### src/rtl/event_log_ring_time_query_macros.svh
// Assertion helpers for the event log RTL.
`ifndef EVENT_LOG_RING_TIME_QUERY_MACROS_SVH
`define EVENT_LOG_RING_TIME_QUERY_MACROS_SVH

`ifndef SYNTH
// The consequent must hold in the same cycle as the antecedent.
`define ELRTQ_ASSERT_NOW(label, clk, rst_n, ante, cons) \
    label: assert property (@(posedge clk) disable iff (!rst_n) (ante) |-> (cons)) \
        else $error("elrtq same-cycle check failed");
// The consequent must hold in the cycle after the antecedent.
`define ELRTQ_ASSERT_NEXT(label, clk, rst_n, ante, cons) \
    label: assert property (@(posedge clk) disable iff (!rst_n) (ante) |=> (cons)) \
        else $error("elrtq next-cycle check failed");
`else
`define ELRTQ_ASSERT_NOW(label, clk, rst_n, ante, cons)
`define ELRTQ_ASSERT_NEXT(label, clk, rst_n, ante, cons)
`endif

`endif

### src/rtl/elrtq_window.sv
`default_nettype none

module elrtq_window (
    input  wire logic [63:0] i_stamp,
    input  wire logic [63:0] i_begin,
    input  wire logic [63:0] i_end,
    output logic             o_match
);

    logic w_lo_ok;
    logic w_hi_ok;

    // A zero bound leaves that side of the window open.
    assign w_lo_ok = (i_begin == 64'd0) || (i_stamp >= i_begin);
    assign w_hi_ok = (i_end == 64'd0) || (i_stamp <= i_end);
    assign o_match = w_lo_ok && w_hi_ok;

endmodule

`default_nettype wire
### config.mk
export PLATFORM = sky130hd
export DESIGN_NAME = elrtq_window
export DESIGN_NICKNAME = d
export VERILOG_FILES = /design/src/rtl/event_log_ring_time_query_macros.svh /design/src/rtl/elrtq_window.sv
export SDC_FILE = /design/constraint.sdc
export NUM_CORES = 1
export LEC_CHECK = 0
export BUFFER_PORTS_ARGS = -buffer_cell sky130_fd_sc_hd__buf_2
export CORE_MARGIN = 8
export CORE_UTILIZATION = 48
export DETAILED_ROUTE_END_ITERATION = 7
export GPL_TIMING_DRIVEN = 0
export PLACE_DENSITY = 0.86
export RECOVER_POWER = 100
export SYNTH_ARGS = -nofsm -noshare
export SYNTH_HDL_FRONTEND = slang
export SYNTH_SLANG_ARGS = --single-unit
### constraint.sdc
create_clock -name vclk -period 4.4
set_clock_uncertainty 0.15 [all_clocks]
set_input_delay 1.1 -clock vclk [all_inputs]
set_output_delay 1.1 -clock vclk [all_outputs]
set_load 0.02 [all_outputs]
==> flow_summary.json, run 1 <==
{
  "syn_inst": 490,
  "period_minus_slack_ns": 4.31,
  "ys_types": 35,
  "cp.arrival_ns": 3.06,
  "power_switching_uw": 205,
  "syn-num-nets": 810,
  "cp_slowest_stage_delay_ns": 0.51,
  "start_util_pct": 48.9,
  "grt_remaining_overflow": 0,
  "place_hpwl_mm": 11.8,
  "io_buffers": 193,
  "route.detailed.drc": 0,
  "vias": 4237,
  "met3_usage_pct": 3.64,
  "min_from": "i_stamp[63]",
  "critical_path.top_delay_family": "compound AO/OA/AOI/OAI gates",
  "drive_gt1_share_pct": 30.7,
  "core_area_um2": 7140,
  "worst_path_max_delay_cell": "or4b_4",
  "fin_crit_sh_pct": 97.9,
  "first_pass_iters": 4,
  "hold_path_class": "primary input to output port",
  "grt_usage_pct": 23.5,
  "antenna_found_initial": 0,
  "finalSetupViolations": 0,
  "seq_cell_count": 0,
  "cap_viol_max_count": 0,
  "finalWeightedCongestion": 0.914,
  "viasPerCell": 5.41,
  "power.total_uw": 392,
  "ir_worst_vdd_v": 0.0000458,
  "yosys.area.top_type": "ha_1",
  "critPathMaxFanout": 2,
  "antenna-diode-count": 0,
  "die-height_um": 101,
  "critPathCaptureType": "output port",
  "grt.busiest_layer": "met2",
  "seq_area_frac_synth_pct": 0,
  "grt_util_met1_pct": 27.2,
  "cp_cell_sequence": "buf_2 -> ha_1 -> nor2b_1 -> o211ai_1 -> a2111oi_0 -> or4b_4 -> a211oi_2 -> a31oi_1 -> a21oi_2 -> buf_4",
  "leakagePower_uw": 0.00291,
  "die_area_um2": 10200,
  "yosys-top-cells-count": "ha_1 (128), inv_1 (128), a21oi_1 (45), nor4_1 (35), nand4_1 (30)",
  "p_int_uw": 186,
  "pwr-share-comb_pct": 100.0,
  "path_buf_inv": 2,
  "grt_first_pass_wirelength_mm": 19.9,
  "worst_slew_pin_slew_ns": 0.593,
  "syn_area_per_cell_um2": 7.12,
  "wire_per_inst_um": 15.9,
  "startpoint_type": "primary input",
  "ant_nets": 0,
  "first_global_vias": 4531,
  "holdPathEnd": "o_match",
  "clkbuf_count": 0,
  "synth_area_leaders": "ha_1 (46%), inv_1 (14%), a21oi_1 (6.5%)",
  "status": "completed",
  "io_pins": 193,
  "finalWirelength_mm": 12.4,
  "grt_start_max_net_pins": 5,
  "required_ns": 3.15,
  "netlist_area_um2": 3490,
  "critPathKind": "primary input to output port",
  "switching_share_pct": 52.4,
  "seqPwrFrac_pct": 0,
  "die_w_um": 101,
  "initialDrtViolationCount": 124,
  "slew_viol_final": 0,
  "num-nets-final": 1006,
  "rsz0062_at_grt": "false",
  "synth_top_area_share_pct": 45.9,
  "ys.warnings.count": 0,
  "area_growth_pct": 32.5,
  "clockPowerShare_pct": 0,
  "use_met2_pct": 44.8,
  "final.setup.tns_ns": 0,
  "fmax_ghz": 0.232,
  "rows": 31,
  "register_area_um2": 0,
  "final_hold_viol_count": 0,
  "p_per_area_nw_per_um2": 84.7,
  "slew_headroom_pct": 60.1,
  "hold_depth": 7
}
[worst min-delay path, delay by kind of cell]
family / cells / cell delay (ns)
compound gates: 4 / 0.32
fa+ha+maj: 1 / 0.15
buf+inv: 2 / 0.26
[metal layers]
layer	vias up	share of wire [%]
met5	-	0
met4	0	0.93
met3	9	7.3
met2	146	50
met1	1914	41
li1	2168	-
[cells in the final DEF (no fill, tap or decap), types with 2 or more instances in the layout]
cell	n
o21a_1	2
buf_4	2
nor4_1	35
nand2_1	25
and4_1	3
nor3_1	4
buf_2	192
a211oi_1	8
nor3_2	2
o31ai_1	2
inv_1	128
nand3_1	9
a21oi_2	2
a21oi_1	43
a21o_2	2
nor2_1	9
a21o_1	19
nand4_1	30
nor2b_1	3
a221oi_1	2
o21ai_0	15
ha_1	128
[what timing repair did]
action,4_1_cts,5_1_grt
setup buffers,0,1
hold buffers,0,0
setup endpoints to repair,0,1
gates resized for setup,0,9
[power by group through the flow]
stage | registers, uW | clock network [uW] | logic, uW
5_1_grt | 0 | 0 | 448
2_1_floorplan | 0 | 0 | 206
3_5_place_dp | 0 | 0 | 381
4_1_cts | 0 | 0 | 384
3_3_place_gp | 0 | 0 | 365
6_report | 0 | 0 | 392
[through the flow]
stage / utilization, % / hold WS (ns) / cell area (um2) / worst slack, ns / cells
after floorplan: - / 2.54 / 3490 / 0.292 / 490
after global placement: 64.1 / 2.74 / 4580 / 0.0547 / 782
after detailed placement: 64.1 / 2.79 / 4580 / 0.0331 / 782
after CTS: 64.1 / 2.79 / 4580 / 0.0259 / 782
after global routing: 64.7 / 2.83 / 4620 / 0.00419 / 783
final: 64.7 / 2.77 / 4620 / 0.0945 / 783
[logic make-up after synthesis]
kind of cell	Yosys count	synth area share, %
AND/OR/NAND/NOR	128	21.3
adder cells (fa/ha/maj)	128	45.9
buffers and inverters	128	13.8
AO/OA/AOI/OAI	106	19.0
[worst max path at each step]
stage / depth (start not counted) / slack (ns) / from / end
after floorplan: 8 / 0.29 / i_begin[41] / o_match
after global placement: 9 / 0.05 / i_stamp[29] / o_match
after detailed placement: 10 / 0.03 / i_stamp[1] / o_match
after CTS: 10 / 0.03 / i_stamp[1] / o_match
after global routing: 10 / 0.004 / i_stamp[1] / o_match
final: 10 / 0.09 / i_stamp[1] / o_match
[cell type report]
class	instances	area [um2]
repair buffers	194	976
multi-input cells	362	3040
inverters	128	480
fillers	685	2520
well taps	99	124
Power figures use the tool's default switching activity.
==> run 2: changes to the inputs <==
--- a/config.mk
+++ b/config.mk
@@ -6,11 +6,14 @@
 export NUM_CORES = 1
 export LEC_CHECK = 0
 export BUFFER_PORTS_ARGS = -buffer_cell sky130_fd_sc_hd__buf_2
+export CAP_MARGIN = 20
+export CELL_PAD_IN_SITES_DETAIL_PLACEMENT = 0
+export CELL_PAD_IN_SITES_GLOBAL_PLACEMENT = 2
 export CORE_MARGIN = 8
-export CORE_UTILIZATION = 48
+export CORE_UTILIZATION = 24
 export DETAILED_ROUTE_END_ITERATION = 7
 export GPL_TIMING_DRIVEN = 0
-export PLACE_DENSITY = 0.86
+export PLACE_DENSITY_LB_ADDON = 0.1
 export RECOVER_POWER = 100
 export SYNTH_ARGS = -nofsm -noshare
 export SYNTH_HDL_FRONTEND = slang
==> flow_summary.json, run 2 (same netlist as run 1, synthesis figures left out) <==
{
  "final_hold_viol_count": 0,
  "slew_headroom_pct": 58.0,
  "io_buffers": 193,
  "viasPerCell": 4.64,
  "die_w_um": 137,
  "drive_gt1_share_pct": 30.2,
  "critPathMaxFanout": 2,
  "worst_slew_pin_slew_ns": 0.624,
  "critPathCaptureType": "output port",
  "place_hpwl_mm": 14.1,
  "first_pass_iters": 6,
  "core_area_um2": 14400,
  "finalWirelength_mm": 14.6,
  "ir_worst_vdd_v": 0.0000333,
  "die-height_um": 137,
  "worst_path_max_delay_cell": "a2111oi_1",
  "grt_first_pass_wirelength_mm": 22.3,
  "routed.top_layer": "met5",
  "required_ns": 3.15,
  "num-nets-final": 1005,
  "period_minus_slack_ns": 4.38,
  "critPathKind": "primary input to output port",
  "wl_met2_mm": 7.27,
  "leakagePower_uw": 0.00290,
  "fillers": 1649,
  "slew_viol_final": 0,
  "seq_cell_count": 0,
  "critical_path.top_delay_family": "compound AO/OA/AOI/OAI gates",
  "die_area_um2": 18600,
  "grt_remaining_overflow": 0,
  "grt_usage_pct": 15.1,
  "initialDrtViolationCount": 90,
  "dpl_worst_slack_ns": -0.0550,
  "final_common_cell": "buf_2",
  "route.detailed.drc": 0,
  "fin_crit_sh_pct": 99.5,
  "hold_path_class": "primary input to output port",
  "rsz0062_at_grt": "true",
  "dr_wl_met3_um": 984,
  "rows": 44,
  "drt-met1-wl_mm": 6.26,
  "cp_slowest_stage_delay_ns": 0.42,
  "start_util_pct": 24.3,
  "crit_top_cell": "a21o_1",
  "whs_ns": 2.81,
  "fmax_ghz": 0.229,
  "finalWeightedCongestion": 0.804,
  "vias": 4034,
  "ant_nets": 0,
  "io_pins": 193,
  "path_buf_inv": 2,
  "layout_common_cells": "buf_2 (192), inv_1 (128), ha_1 (128)",
  "grt_start_max_net_pins": 5,
  "finalSetupViolations": 0,
  "setup_ws_ns": 0.0241,
  "first_global_vias": 4412,
  "antenna_found_initial": 3,
  "startpoint_type": "primary input",
  "multi_input_area_um2": 3030,
  "register_area_um2": 0,
  "cp_cell_sequence": "buf_2 -> ha_1 -> a21o_1 -> a21o_1 -> a2111oi_1 -> o31ai_1 -> a221oi_1 -> a21oi_1 -> buf_4",
  "p_per_area_nw_per_um2": 83.1,
  "wire_per_inst_um": 16.7,
  "status": "completed",
  "cap_viol_max_count": 0,
  "clkbuf_count": 0,
  "cp.arrival_ns": 3.13,
  "area_growth_pct": 35.1,
  "postCtsHoldBufs": 0
}
-- run 2: where the power goes --
part / leakage (uW) / internal (uW) / switching [uW]
logic: 0.00290 / 184 / 207
clock network: 0.0000000127 / 0.0000608 / 0
registers: 0 / 0 / 0
total: 0.00290 / 184 / 207
-- run 2: routing by layer --
layer,vias up,global-route usage (%)
li1,2168,-
met1,1757,18.2
met2,97,28.3
met3,6,3.05
met4,6,0
met5,-,0
-- run 2: final timing paths --
check	startpoint	endpoint	slack (ns)	cells past startpoint
hold / removal	i_stamp[63]	o_match	2.81	7
setup / recovery	i_stamp[29]	o_match	0.02	9
-- run 2: layout make-up --
type | instances | area share (%)
tap | 184 | 4.89
inverter | 128 | 10.2
antenna | 2 | 0.106
multi-input combinational | 362 | 64.3
timing repair buffer | 193 | 20.6
-- run 2: what timing repair did --
item	CTS	global route
gates resized for setup	5	2
endpoints found under the setup margin	1	1
buffers inserted	0	0
-- run 2: stage by stage --
stage / setup TNS, ns / total power (uW) / util (%) / instances / instance area (um2)
4_1_cts: 0 / 400 / 32.7 / 867 / 4700
3_3_place_gp: -0.0264 / 387 / 32.6 / 867 / 4680
5_1_grt: -0.129 / 456 / 32.8 / 867 / 4710
3_5_place_dp: -0.0550 / 394 / 32.6 / 867 / 4680
2_1_floorplan: 0 / 206 / - / 490 / 3490
6_report: 0 / 392 / 32.8 / 869 / 4710
==> run 3: changes to the inputs <==
--- a/config.mk
+++ b/config.mk
@@ -5,12 +5,13 @@
 export SDC_FILE = /design/constraint.sdc
 export NUM_CORES = 1
 export LEC_CHECK = 0
+export ABC_CLOCK_PERIOD_IN_PS = 5110
 export BUFFER_PORTS_ARGS = -buffer_cell sky130_fd_sc_hd__buf_2
 export CAP_MARGIN = 20
 export CELL_PAD_IN_SITES_DETAIL_PLACEMENT = 0
 export CELL_PAD_IN_SITES_GLOBAL_PLACEMENT = 2
 export CORE_MARGIN = 8
-export CORE_UTILIZATION = 24
+export CORE_UTILIZATION = 26
 export DETAILED_ROUTE_END_ITERATION = 7
 export GPL_TIMING_DRIVEN = 0
 export PLACE_DENSITY_LB_ADDON = 0.1
==> constraint.sdc (replaced) <==
create_clock -name vclk -period 5.11
set_clock_uncertainty 0.15 [all_clocks]
set_input_delay 1.2775 -clock vclk [all_inputs]
set_output_delay 1.2775 -clock vclk [all_outputs]
set_load 0.02 [all_outputs]
==> flow_summary.json, run 3 (same netlist as run 1, synthesis figures left out) <==
{
  "drive_gt1_share_pct": 29.6,
  "clkbuf_count": 0,
  "ir_worst_vdd_v": 0.0000296,
  "ant_nets": 0,
  "die_area_um2": 17400,
  "grt_start_max_net_pins": 5,
  "wire_per_inst_um": 16.4,
  "grt_first_pass_wirelength_mm": 22.9,
  "fmax_ghz": 0.208,
  "cts_resized": 0,
  "core_area_um2": 13200,
  "whs_ns": 3.16,
  "setup_ws_ns": 0.294,
  "finalWirelength_mm": 14.1,
  "finalSetupViolations": 0,
  "vias": 4055,
  "period_minus_slack_ns": 4.82,
  "hold_depth": 7,
  "route.detailed.drc": 0,
  "fin_crit_sh_pct": 94.2,
  "required_ns": 3.68,
  "num-nets-final": 1005,
  "p_per_area_nw_per_um2": 71.2,
  "slew_viol_final": 0,
  "finalWeightedCongestion": 0.850,
  "rows": 42,
  "register_area_um2": 0,
  "dpl_worst_slack_ns": 0.338,
  "cp.arrival_ns": 3.39,
  "leakagePower_uw": 0.00290,
  "antenna_found_initial": 0,
  "min_from": "i_stamp[63]",
  "seq_cell_count": 0,
  "status": "completed",
  "cts_setup_buffers": 0,
  "io_pins": 193,
  "final_hold_viol_count": 0,
  "area_growth_pct": 34.1,
  "initialDrtViolationCount": 108,
  "first_pass_iters": 4,
  "layout_common_cells": "buf_2 (192), inv_1 (128), ha_1 (128)",
  "viasPerCell": 4.72,
  "io_buffers": 193,
  "final_common_cell": "buf_2",
  "die-height_um": 132,
  "grt_remaining_overflow": 0,
  "startpoint_type": "primary input",
  "rsz0062_at_grt": "false",
  "power.total_uw": 333,
  "die_w_um": 132,
  "critPathCaptureType": "output port",
  "slew_headroom_pct": 54.3,
  "start_util_pct": 26.4,
  "first_global_vias": 4664,
  "critPathKind": "primary input to output port",
  "postCtsHoldBufs": 0,
  "final.setup.tns_ns": 0,
  "worst_slew_pin_slew_ns": 0.680,
  "critPathMaxFanout": 2,
  "hold_path_class": "primary input to output port",
  "final_util_pct": 35.4,
  "place_hpwl_mm": 13.7,
  "cap_viol_max_count": 0,
  "grt_usage_pct": 15.9,
  "holdPathEnd": "o_match"
}
## run 3: cell types whose count changed in the layout (fill, tap and decap cells not counted), sizes merged
cell and delta:
clkbuf +1, buf -1, diode -1
## run 3: per-stage QoR
| step | cell area (um2) | instances |
|---|---|---|
| global placement | 4670 | 859 |
| floorplan | 3490 | 490 |
| detailed placement | 4670 | 859 |
| global route | 4670 | 859 |
| finish | 4680 | 860 |
| CTS | 4670 | 859 |
## run 3: worst max-delay path by stage
| stage | start | to | slack, ns | cells after the start |
|---|---|---|---|---|
| finish | i_stamp[29] | o_match | 0.29 | 9 |
| global route | i_end[46] | o_match | 0.14 | 11 |
| CTS | i_stamp[29] | o_match | 0.30 | 9 |
| detailed placement | i_stamp[29] | o_match | 0.34 | 9 |
| global placement | i_stamp[14] | o_match | 0.33 | 10 |
| floorplan | i_begin[41] | o_match | 0.65 | 8 |
## run 3: routing by layer
metal,track usage (%),part of all wire (%),routed length [um]
met5,0,0,0
met4,0,0,0
met3,2.44,4.9,691
met2,29.9,50,7010
met1,19.6,45,6400
## run 3: worst max-delay path, cell delays in order
cell       delay, ns
buf_2           0.12
ha_1            0.31
a21o_1          0.19
a21o_1          0.17
a2111oi_0       0.49
o31ai_1         0.20
a221oi_1        0.33
a21oi_1         0.11
clkbuf_2        0.19
## run 3: layout make-up
| type | instances | area, um2 |
|---|---|---|
| Timing Repair Buffer | 193 | 966 |
| Antenna cell | 1 | 2.50 |
| Tap cell | 176 | 220 |
| Fill cell | 1491 | 8510 |
| Inverter | 128 | 480 |
| Multi-Input combinational cell | 362 | 3010 |
## run 3: report_power, final
part | internal (uW) | leakage, uW | switching [uW] | total [uW]
Clock | 0.0000262 | 0.00000000634 | 0 | 0.0000262
Combinational | 156 | 0.00290 | 176 | 333
Sequential | 0 | 0 | 0 | 0
