<file path="config.mk">
export PLATFORM = sky130hd
export DESIGN_NAME = elrtq_ram
export DESIGN_NICKNAME = d
export VERILOG_FILES = /design/src/rtl/event_log_ring_time_query_macros.svh /design/src/rtl/elrtq_ram.sv
export SDC_FILE = /design/constraint.sdc
export NUM_CORES = 1
export LEC_CHECK = 0
export BUFFER_PORTS_ARGS = -buffer_cell sky130_fd_sc_hd__buf_2
export CORE_MARGIN = 3
export CORE_UTILIZATION = 40
export CTS_CLUSTER_SIZE = 20
export DETAILED_ROUTE_END_ITERATION = 12
export PLACE_DENSITY = 0.6
export SYNTH_ARGS = -nofsm -noshare
export SYNTH_HDL_FRONTEND = slang
export SYNTH_SLANG_ARGS = --single-unit
</file>
<file path="constraint.sdc">
create_clock -name i_clk -period 3.7 [get_ports i_clk]
set_input_delay 0.74 -clock i_clk [delete_from_list [all_inputs] [get_ports i_clk]]
set_output_delay 0.74 -clock i_clk [all_outputs]
set_load 0.03 [all_outputs]
</file>
<file path="src/rtl/event_log_ring_time_query_macros.svh">
// Assertion helpers for the event log RTL.
`ifndef EVENT_LOG_RING_TIME_QUERY_MACROS_SVH
`define EVENT_LOG_RING_TIME_QUERY_MACROS_SVH

`ifndef SYNTH
// The consequent must hold in the same cycle as the antecedent.
`define ELRTQ_ASSERT_NOW(label, clk, rst_n, ante, cons) \
    label: assert property (@(posedge clk) disable iff (!rst_n) (ante) |-> (cons)) \
        else $error("elrtq same-cycle check failed");
// The consequent must hold in the cycle after the antecedent.
`define ELRTQ_ASSERT_NEXT(label, clk, rst_n, ante, cons) \
    label: assert property (@(posedge clk) disable iff (!rst_n) (ante) |=> (cons)) \
        else $error("elrtq next-cycle check failed");
`else
`define ELRTQ_ASSERT_NOW(label, clk, rst_n, ante, cons)
`define ELRTQ_ASSERT_NEXT(label, clk, rst_n, ante, cons)
`endif

`endif

</file>
<file path="src/rtl/elrtq_ram.sv">
`default_nettype none

module elrtq_ram #(
    parameter int WIDTH = 8,
    parameter int DEPTH = 64
) (
    input  wire logic                     i_clk,
    input  wire logic                     i_we,
    input  wire logic [$clog2(DEPTH)-1:0] i_waddr,
    input  wire logic [WIDTH-1:0]         i_wdata,
    input  wire logic                     i_re,
    input  wire logic [$clog2(DEPTH)-1:0] i_raddr,
    output logic      [WIDTH-1:0]         o_rdata
);

    logic [WIDTH-1:0] r_mem [DEPTH];
    logic [WIDTH-1:0] r_rdata;

    // One write port and one registered read port; read data holds when idle.
    always_ff @(posedge i_clk) begin
        if (i_we) begin
            r_mem[i_waddr] <= i_wdata;
        end
        if (i_re) begin
            r_rdata <= r_mem[i_raddr];
        end
    end

    assign o_rdata = r_rdata;

endmodule

`default_nettype wire

</file>
==> results_dict.tcl, run 1 <==
set metrics [dict create \
    p_per_area_nw_per_um2 514.9 \
    postLayoutSetupSlackWorst_ns 1.182 \
    worst_pin_slew_ns 1.229 \
    cts_hold_buf 0 \
    r2r_cells 5 \
    grt_use_total_pct 17.24 \
    p_total_mw 11.90 \
    rrSetupSlack_ns 1.54 \
    ir_worst_vdd_mv 0.3554 \
    hold_ws_ns 0.5648 \
    grt_pass1_vias 10040 \
    clk_pin_slew_worst_paths_ns 0.06 \
    num-nets-final 1079 \
    final-max-slew-violation-count 0 \
    synth_warnings 0 \
    hold_viol 0 \
    muxShareOfSynthArea_pct 15.88 \
    stdcell_count 1756 \
    p_sw_share_pct 20.85 \
    fmax_mhz 397.2 \
    fin_util_pct 46.73 \
    postRouteAntennaNets 0 \
    critical_path.max_fanout 34 \
    die_h_microns 231.0 \
    synth_cell_type_count 39 \
    portBuffers 30 \
    dr.pass1.iters 5 \
    synthAdderAreaFrac_pct 0 \
    drt_iter0_drc 977 \
    synth_top_family_by_area "multiplexers" \
    dpl_worst_slack_ns 0.5703 \
    combPwrFrac_pct 5.2 \
    layout_commonest_cell "edfxtp_1" \
    p_int_mw 9.420 \
    cp-start-kind "input pin" \
    finalCriticalPeriod_ns 2.518 \
    reg2reg_from "r_mem[29][4]" \
    cap_violations 0 \
    via_per_inst 5.535 \
    grt_overflow 0 \
    hold_end "o_rdata[5]" \
    dpl.cell_count 1668 \
    rsz0062_at_grt "false" \
    clock_sinks 520 \
    fin_area_sq_um 23110 \
    r2r-end "o_rdata[4]" \
    dp_hpwl_microns 28700 \
    area_growth_pct 14.15 \
    dpl_cell_area_sq_um 21610 \
    start_util_pct 40.94 \
    drc 0 \
    cts_buffers 50 \
    wl_per_cell_microns 25.83 \
    crit_required_ns 4.00 \
    synth_top_flop_cell "edfxtp_1" \
    postCtsSetupRepairBufs 0 \
    setup_violations 0 \
    h-tree-depth 2 \
    setup_tns_ns 0 \
    skew_ns 0.02154 \
    die_width_microns 231.0 \
    ys_seq_area_share_pct 77.12 \
    grt_max_degree 65 \
    synth_compound_area_share_pct 2.064 \
    cp_data_arrival_time_ns 2.82 \
    final_cell_mix "520 x edfxtp_1, 126 x mux4_2, 83 x nor2_1, 83 x buf_4, 51 x clkbuf_16" \
    coreArea_sq_um 49460 \
    hold_path.class "in -> reg" \
    clock_latency_ns 0.57 \
    p_seq_share_pct 55.1 \
    antenna_found_initial 3 \
    synth_edf_count 520 \
    netlist_area_sq_um 20250 \
    clockPowerShare_pct 39.8 \
    ys_ff_latch 520 \
    io-pin-count 31 \
    end_kind "register" \
    cts_tree "yes" \
    dieArea_sq_um 53350 \
    gp_congestion 0.7836 \
    outcome "complete, no violations" \
    finalWirelength_microns 45360 \
    power.net_switching_mw 2.482 \
    grt_pass1_wl_microns 67670 \
    synthSimpleGateAreaFrac_pct 3.374 \
    worstHoldPathCells 1 \
    synth_area_per_cell_sq_um 21.54 \
    p_leak_nw 7.289 \
    root_buffer "clkbuf_16" \
    finalCritPeriodShare_pct 68.05 \
    cts_buffer_depth 3 \
    slew_headroom_pct 18.06 \
    cts_resized 0 \
    worstHoldStart "i_re" \
    synth-xor-area-share_pct 0 \
    synth_nets 963 \
    ys_async_sr_fraction_pct 0 \
    vias 9719 \
    crit_type "in -> reg" \
    placementRows 81 \
    drive_gt1_share_pct 29.70 \
    synth_cells 940 \
]
[Yosys cell counts (8+ instances only)]
master,instances,area (sq um)
nand3_1,13,65.06
mux2i_1,23,230.2
o221ai_1,8,70.07
clkbuf_1,17,63.81
edfxtp_1,520,15610
buf_4,13,97.59
nor2_1,83,311.6
nand2_1,19,71.32
o22ai_1,8,50.05
mux4_2,126,2838
nor2b_1,14,87.58
mux2_2,13,146.4
buf_2,11,55.05
[flip-flops by register name, summed over array words and instances, names as in the netlist]
| register | cells |
|---|---|
| o_rdata | 8 |
| r_mem | 512 |
[worst max-delay path by stage]
stage / start / to / depth (start not counted)
after global placement: i_raddr[0] / o_rdata[5] / 6
after CTS: i_raddr[0] / o_rdata[5] / 6
final: i_raddr[0] / o_rdata[5] / 6
after floorplan: i_raddr[1] / o_rdata[3] / 7
after detailed placement: i_raddr[0] / o_rdata[5] / 6
after global routing: i_raddr[0] / o_rdata[3] / 8
[critical path, cell delays in order]
cell and delay, ns:
clkbuf_8 0.30, buf_12 0.29, mux4_2 0.52, nor2b_1 0.14, a2111oi_0 0.65, o41ai_1 0.14
[cells by family after synthesis]
group                  Yosys count
multiplexers                   162
flip-flops                     520
AO/OA/AOI/OAI                   54
buffers and inverters           51
AND/OR/NAND/NOR                153
[metal layers]
layer	share of wire, %	GRT usage [%]
met5	0.051	0
met4	2.9	5.113
met3	6.1	3.603
met2	47	27.13
met1	44	24.48
[final cells by class]
class / count / area (sq um)
Multi-Input combinational cell: 369 / 4315
Antenna cell: 1 / 2.502
Timing Repair Buffer: 115 / 852.1
Fill cell: 4112 / 26350
Sequential cell: 520 / 15620
Tap cell: 664 / 830.8
Clock buffer: 60 / 1310
Clock inverter: 27 / 186.4
[power groups by stage]
| stage | Clock [mW] | Sequential [mW] | Combinational, mW |
|---|---|---|---|
| 2_1_floorplan | 0 | 6.68 | 0.348 |
| 3_3_place_gp | 0 | 6.68 | 0.615 |
| 3_5_place_dp | 0 | 6.68 | 0.624 |
| 4_1_cts | 4.83 | 6.55 | 0.626 |
| 5_1_grt | 5.05 | 6.55 | 0.662 |
| 6_report | 4.73 | 6.55 | 0.614 |
(Power assumes the default switching activity.)
==> run 2: changes to the inputs <==
- PLACE_DENSITY: 0.6 -> 0.62
- clock period: 3.7 -> 2.3 ns (I/O delays scaled with it)
==> run 2 against run 1 <==
Routed wire length grew 2.8%. Global-route usage rose by 0.57 points. Sequential share of layout area down 2.6 points. Count of clock-buffer cells in the layout grew 1. Register-to-register slack worse by 1.3 ns. Worst hold slack worse by 0.33 ns. Largest cell class unchanged. Largest power group unchanged. Highest routed layer is now met4.
==> results_dict.tcl, run 2 (synthesis gave the netlist of run 1 again) <==
set metrics [dict create \
    crit_type "reg -> reg" \
    skew_ns 0.02460 \
    r2r_cells 5 \
    dr.pass1.iters 5 \
    cts_tree "yes" \
    dpl_worst_slack_ns -0.3564 \
    outcome "complete, no violations" \
    cap_violations 0 \
    fmax_mhz 484.2 \
    grt_use_total_pct 17.81 \
    largest-register "r_mem" \
    crit_end "o_rdata[6]" \
    startpoint "r_mem[25][6]" \
    worst-path-buf-inv 0 \
    portBuffers 30 \
    cp_data_arrival_time_ns 2.40 \
    vias 10070 \
    start_util_pct 40.94 \
    finalWirelength_microns 46630 \
    cts_hold_buf 0 \
    rsz0062_at_grt "false" \
    reg2reg_from "r_mem[25][6]" \
    area_growth_pct 18.77 \
    setup_violations 0 \
    final-max-slew-violation-count 0 \
    die_width_microns 231.0 \
    dieArea_sq_um 53350 \
    r2r-end "o_rdata[6]" \
    slew_headroom_pct 30.97 \
    rrSetupSlack_ns 0.23 \
    grt_pass1_wl_microns 69390 \
    wl_per_cell_microns 25.41 \
    antenna_found_initial 0 \
    p_leak_nw 7.818 \
    crit_path_cell_trace "mux4_2 -> mux2_2 -> o221a_2 -> nor3_1 -> o32ai_1" \
    worst_pin_slew_ns 1.035 \
    grt_overflow 0 \
    ir_worst_vdd_mv 0.5502 \
    postLayoutSetupSlackWorst_ns 0.2347 \
    root_buffer "clkbuf_16" \
    drc 0 \
    critical_path.max_stage_delay_ns 0.46 \
    layout_commonest_cell "edfxtp_1" \
    critical_path.max_fanout 1 \
    placementRows 81 \
    cts_resized 0 \
    p_per_area_nw_per_um2 835.3 \
    critPathTopFamily "multiplexers" \
    gp_congestion 0.8122 \
    clock_sinks 520 \
    largest_reg_flops 512 \
    crit_required_ns 2.63 \
    finalCritPeriodShare_pct 89.79 \
    worstHoldStart "i_re" \
    h-tree-depth 2 \
    cts_buffer_depth 3 \
    drive_gt1_share_pct 34.53 \
    cts_buffers 51 \
    fillCellCount 4067 \
    multiInputGateArea_sq_um 4315 \
    die_h_microns 231.0 \
    postRouteAntennaNets 0 \
    num-nets-final 1154 \
    grt_max_degree 65 \
    clock_latency_ns 0.59 \
    cp.depth 5 \
    drt_iter0_drc 847 \
    clk_pin_slew_worst_paths_ns 0.06 \
    fin_util_pct 48.62 \
    hold_path.class "in -> reg" \
    hold_ws_ns 0.2335 \
    io-pin-count 31 \
    grt_pass1_vias 10550 \
    coreArea_sq_um 49460 \
    cp-start-kind "register" \
    finalCriticalPeriod_ns 2.065 \
    end_kind "register" \
    slowest_stage "mux4_2" \
    seq_area_sq_um 15620 \
    dp_hpwl_microns 30700 \
    postCtsSetupRepairBufs 0 \
    final_cell_mix "520 x edfxtp_1, 143 x buf_4, 126 x mux4_2, 83 x nor2_1, 52 x clkbuf_16" \
    via_per_inst 5.488 \
    hold_viol 0 \
    p_total_mw 20.09 \
]
[run 2: final cells by class]
cell class	count	share of cell area (%)
diodes	1	0.01041
clock inverters	31	1.524
repair buffers	189	6.582
multi-input cells	369	17.94
flip-flops and latches	520	64.93
clock buffers	61	5.551
well taps	664	3.455
[run 2: worst min path at each step]
stage             endpoint  slack (ns)  cells after the start
2_1_floorplan  r_mem[0][0]        0.56                      0
3_3_place_gp    o_rdata[6]        0.83                      1
3_5_place_dp    o_rdata[0]        0.84                      1
4_1_cts         o_rdata[6]        0.21                      1
5_1_grt         o_rdata[2]        0.22                      1
6_report        o_rdata[2]        0.23                      1
[run 2: routing by layer]
metal | track usage (%) | share of wire (%) | up-vias
li1 | - | - | 4331
met1 | 23.91 | 41 | 5334
met2 | 29.20 | 49 | 332
met3 | 3.677 | 6.5 | 74
met4 | 6.120 | 2.9 | 0
met5 | 0 | 0 | -
[run 2: through the flow]
stage / cell area (sq um) / TNS, ns / std cells
after floorplan: 20250 / 0 / 940
after global placement: 22340 / -2.175 / 1742
after detailed placement: 22340 / -2.298 / 1742
after CTS: 24050 / 0 / 1834
after global routing: 24050 / 0 / 1834
final: 24050 / 0 / 1835
[run 2: where the power goes]
part	internal [mW]	total, mW	switching [mW]
combinational	0.466	1.11	0.645
clock	5.03	8.43	3.40
sequential	10.5	10.5	0.0316
[run 2: worst reg2reg max path, cell delays in order (launching register included)]
cell,delay (ns)
edfxtp_1,0.39
mux4_2,0.46
mux2_2,0.28
o221a_2,0.27
nor3_1,0.27
o32ai_1,0.14
==> run 3: changes to the inputs <==
- PLACE_DENSITY: 0.62 -> 0.6
- clock period: 2.3 -> 2.4 ns (I/O delays scaled with it)
==> run 3 against run 2 <==
Routed wire length fell by 0.40%. Worst hold slack improved by 0.071 ns. Cell count did not move. Cell area fell by 0.52%.
==> results_dict.tcl, run 3 (synthesis gave the netlist of run 1 again) <==
set metrics [dict create \
    end_kind "register" \
    drc 0 \
    cap_violations 0 \
    cp-start-kind "register" \
    coreArea_sq_um 49460 \
    crit_path_cell_trace "mux4_2 -> mux2_2 -> o221a_2 -> nor3_1 -> o32ai_1" \
    postCtsSetupRepairBufs 0 \
    slew_headroom_pct 47.77 \
    fillCellCount 4104 \
    worstHoldStart "i_re" \
    cts_buffer_depth 3 \
    critical_path.max_fanout 1 \
    cts_buffers 51 \
    setup_violations 0 \
    finalCritPeriodShare_pct 92.51 \
    final_cell_mix "520 x edfxtp_1, 140 x buf_4, 126 x mux4_2, 83 x nor2_1, 53 x clkbuf_16" \
    clk_pin_slew_worst_paths_ns 0.06 \
    area_growth_pct 18.16 \
    p_leak_nw 7.749 \
    r2r_cells 5 \
    layout_commonest_cell "edfxtp_1" \
    finalWirelength_microns 46450 \
    startpoint "r_mem[16][4]" \
    r2r-end "o_rdata[4]" \
    worstHoldPathCells 1 \
    hold_viol 0 \
    grt_pass1_vias 10170 \
    antenna_found_initial 1 \
    dp_hpwl_microns 30770 \
    worst_pin_slew_ns 0.7835 \
    crit_type "reg -> reg" \
    num-nets-final 1154 \
    drt_iter0_drc 1119 \
    finalCriticalPeriod_ns 2.220 \
    postRouteAntennaNets 0 \
    start_util_pct 40.94 \
    ir_worst_vdd_mv 0.4826 \
    hold_end "o_rdata[4]" \
    die_h_microns 231.0 \
    vias 9982 \
    die_width_microns 231.0 \
    clock_sinks 520 \
    critical_path.max_stage_delay_ns 0.47 \
    skew_ns 0.01595 \
    h-tree-depth 2 \
    gp_congestion 0.8168 \
    fmax_mhz 450.4 \
    cts_hold_buf 0 \
    io-pin-count 31 \
    hold_path.class "in -> reg" \
    p_total_mw 18.63 \
    largest_reg_flops 512 \
    grt_pass1_wl_microns 68550 \
    drive_gt1_share_pct 33.68 \
    clock_latency_ns 0.58 \
    cts_resized 0 \
    grt_max_degree 41 \
    p_per_area_nw_per_um2 778.8 \
    crit_required_ns 2.72 \
    slowest_stage "mux4_2" \
    cp_data_arrival_time_ns 2.54 \
    root_buffer "clkbuf_16" \
    cts_tree "yes" \
    setup_tns_ns 0 \
    dr.pass1.iters 5 \
    final-max-slew-violation-count 0 \
    outcome "complete, no violations" \
    portBuffers 30 \
    rsz0062_at_grt "false" \
    dieArea_sq_um 53350 \
    grt_use_total_pct 17.64 \
    wl_per_cell_microns 25.31 \
    reg2reg_from "r_mem[16][4]" \
    grt_overflow 0 \
    largest-register "r_mem" \
    rrSetupSlack_ns 0.18 \
    via_per_inst 5.440 \
    placementRows 81 \
]
run 3: worst max-delay path by stage:
stage	endpoint	depth (start not counted)
after floorplan	o_rdata[3]	7
after global placement	o_rdata[4]	7
after detailed placement	o_rdata[4]	7
after CTS	o_rdata[4]	5
after global routing	o_rdata[4]	5
final	o_rdata[4]	5
run 3: per-stage QoR:
stage	instance area, sq um	setup slack [ns]	utilization [%]	hold slack (ns)	instances
after global routing	23920	0.1860	48.37	0.2721	1834
after floorplan	20250	0.1137	-	0.5789	940
after detailed placement	22380	-0.3795	45.25	0.8879	1742
final	23920	0.1797	48.37	0.3041	1835
after global placement	22380	-0.3476	45.25	0.8749	1742
after CTS	23920	0.2301	48.37	0.2641	1834
run 3: cell type report:
type | count | area (sq um) | area share, %
multi-input combinational | 369 | 4315 | 18.04
clock inverter | 24 | 156.4 | 0.6538
antenna | 1 | 2.502 | 0.01046
timing repair buffer | 189 | 1620 | 6.773
clock buffer | 68 | 1383 | 5.779
sequential | 520 | 15620 | 65.27
tap | 664 | 830.8 | 3.473
run 3: metal layers:
metal  part of all wire (%)  wire length, microns  GRT usage (%)  vias to the layer above
met4                    2.2                  1033          4.474                        0
li1                       -                     -              -                     4323
met5                      0                     0              0                        -
met2                     48                 22380          28.23                      331
met1                     43                 20000          24.83                     5260
met3                    6.5                  3031          3.887                       68
run 3: critical path, delay by kind of cell, from the launching register on:
family	cells	cell delay (ns)
DFF	1	0.37
muxes	2	0.75
and+or+nand+nor	1	0.40
AOI/OAI and AO/OA	2	0.44
run 3: power by group:
part	internal [mW]	leakage (nW)	switching (mW)	total, mW
clock network	4.23	0.751	3.23	7.46
registers	10.1	4.69	0.0273	10.1
logic	0.450	2.31	0.620	1.07
total	14.8	7.75	3.88	18.6
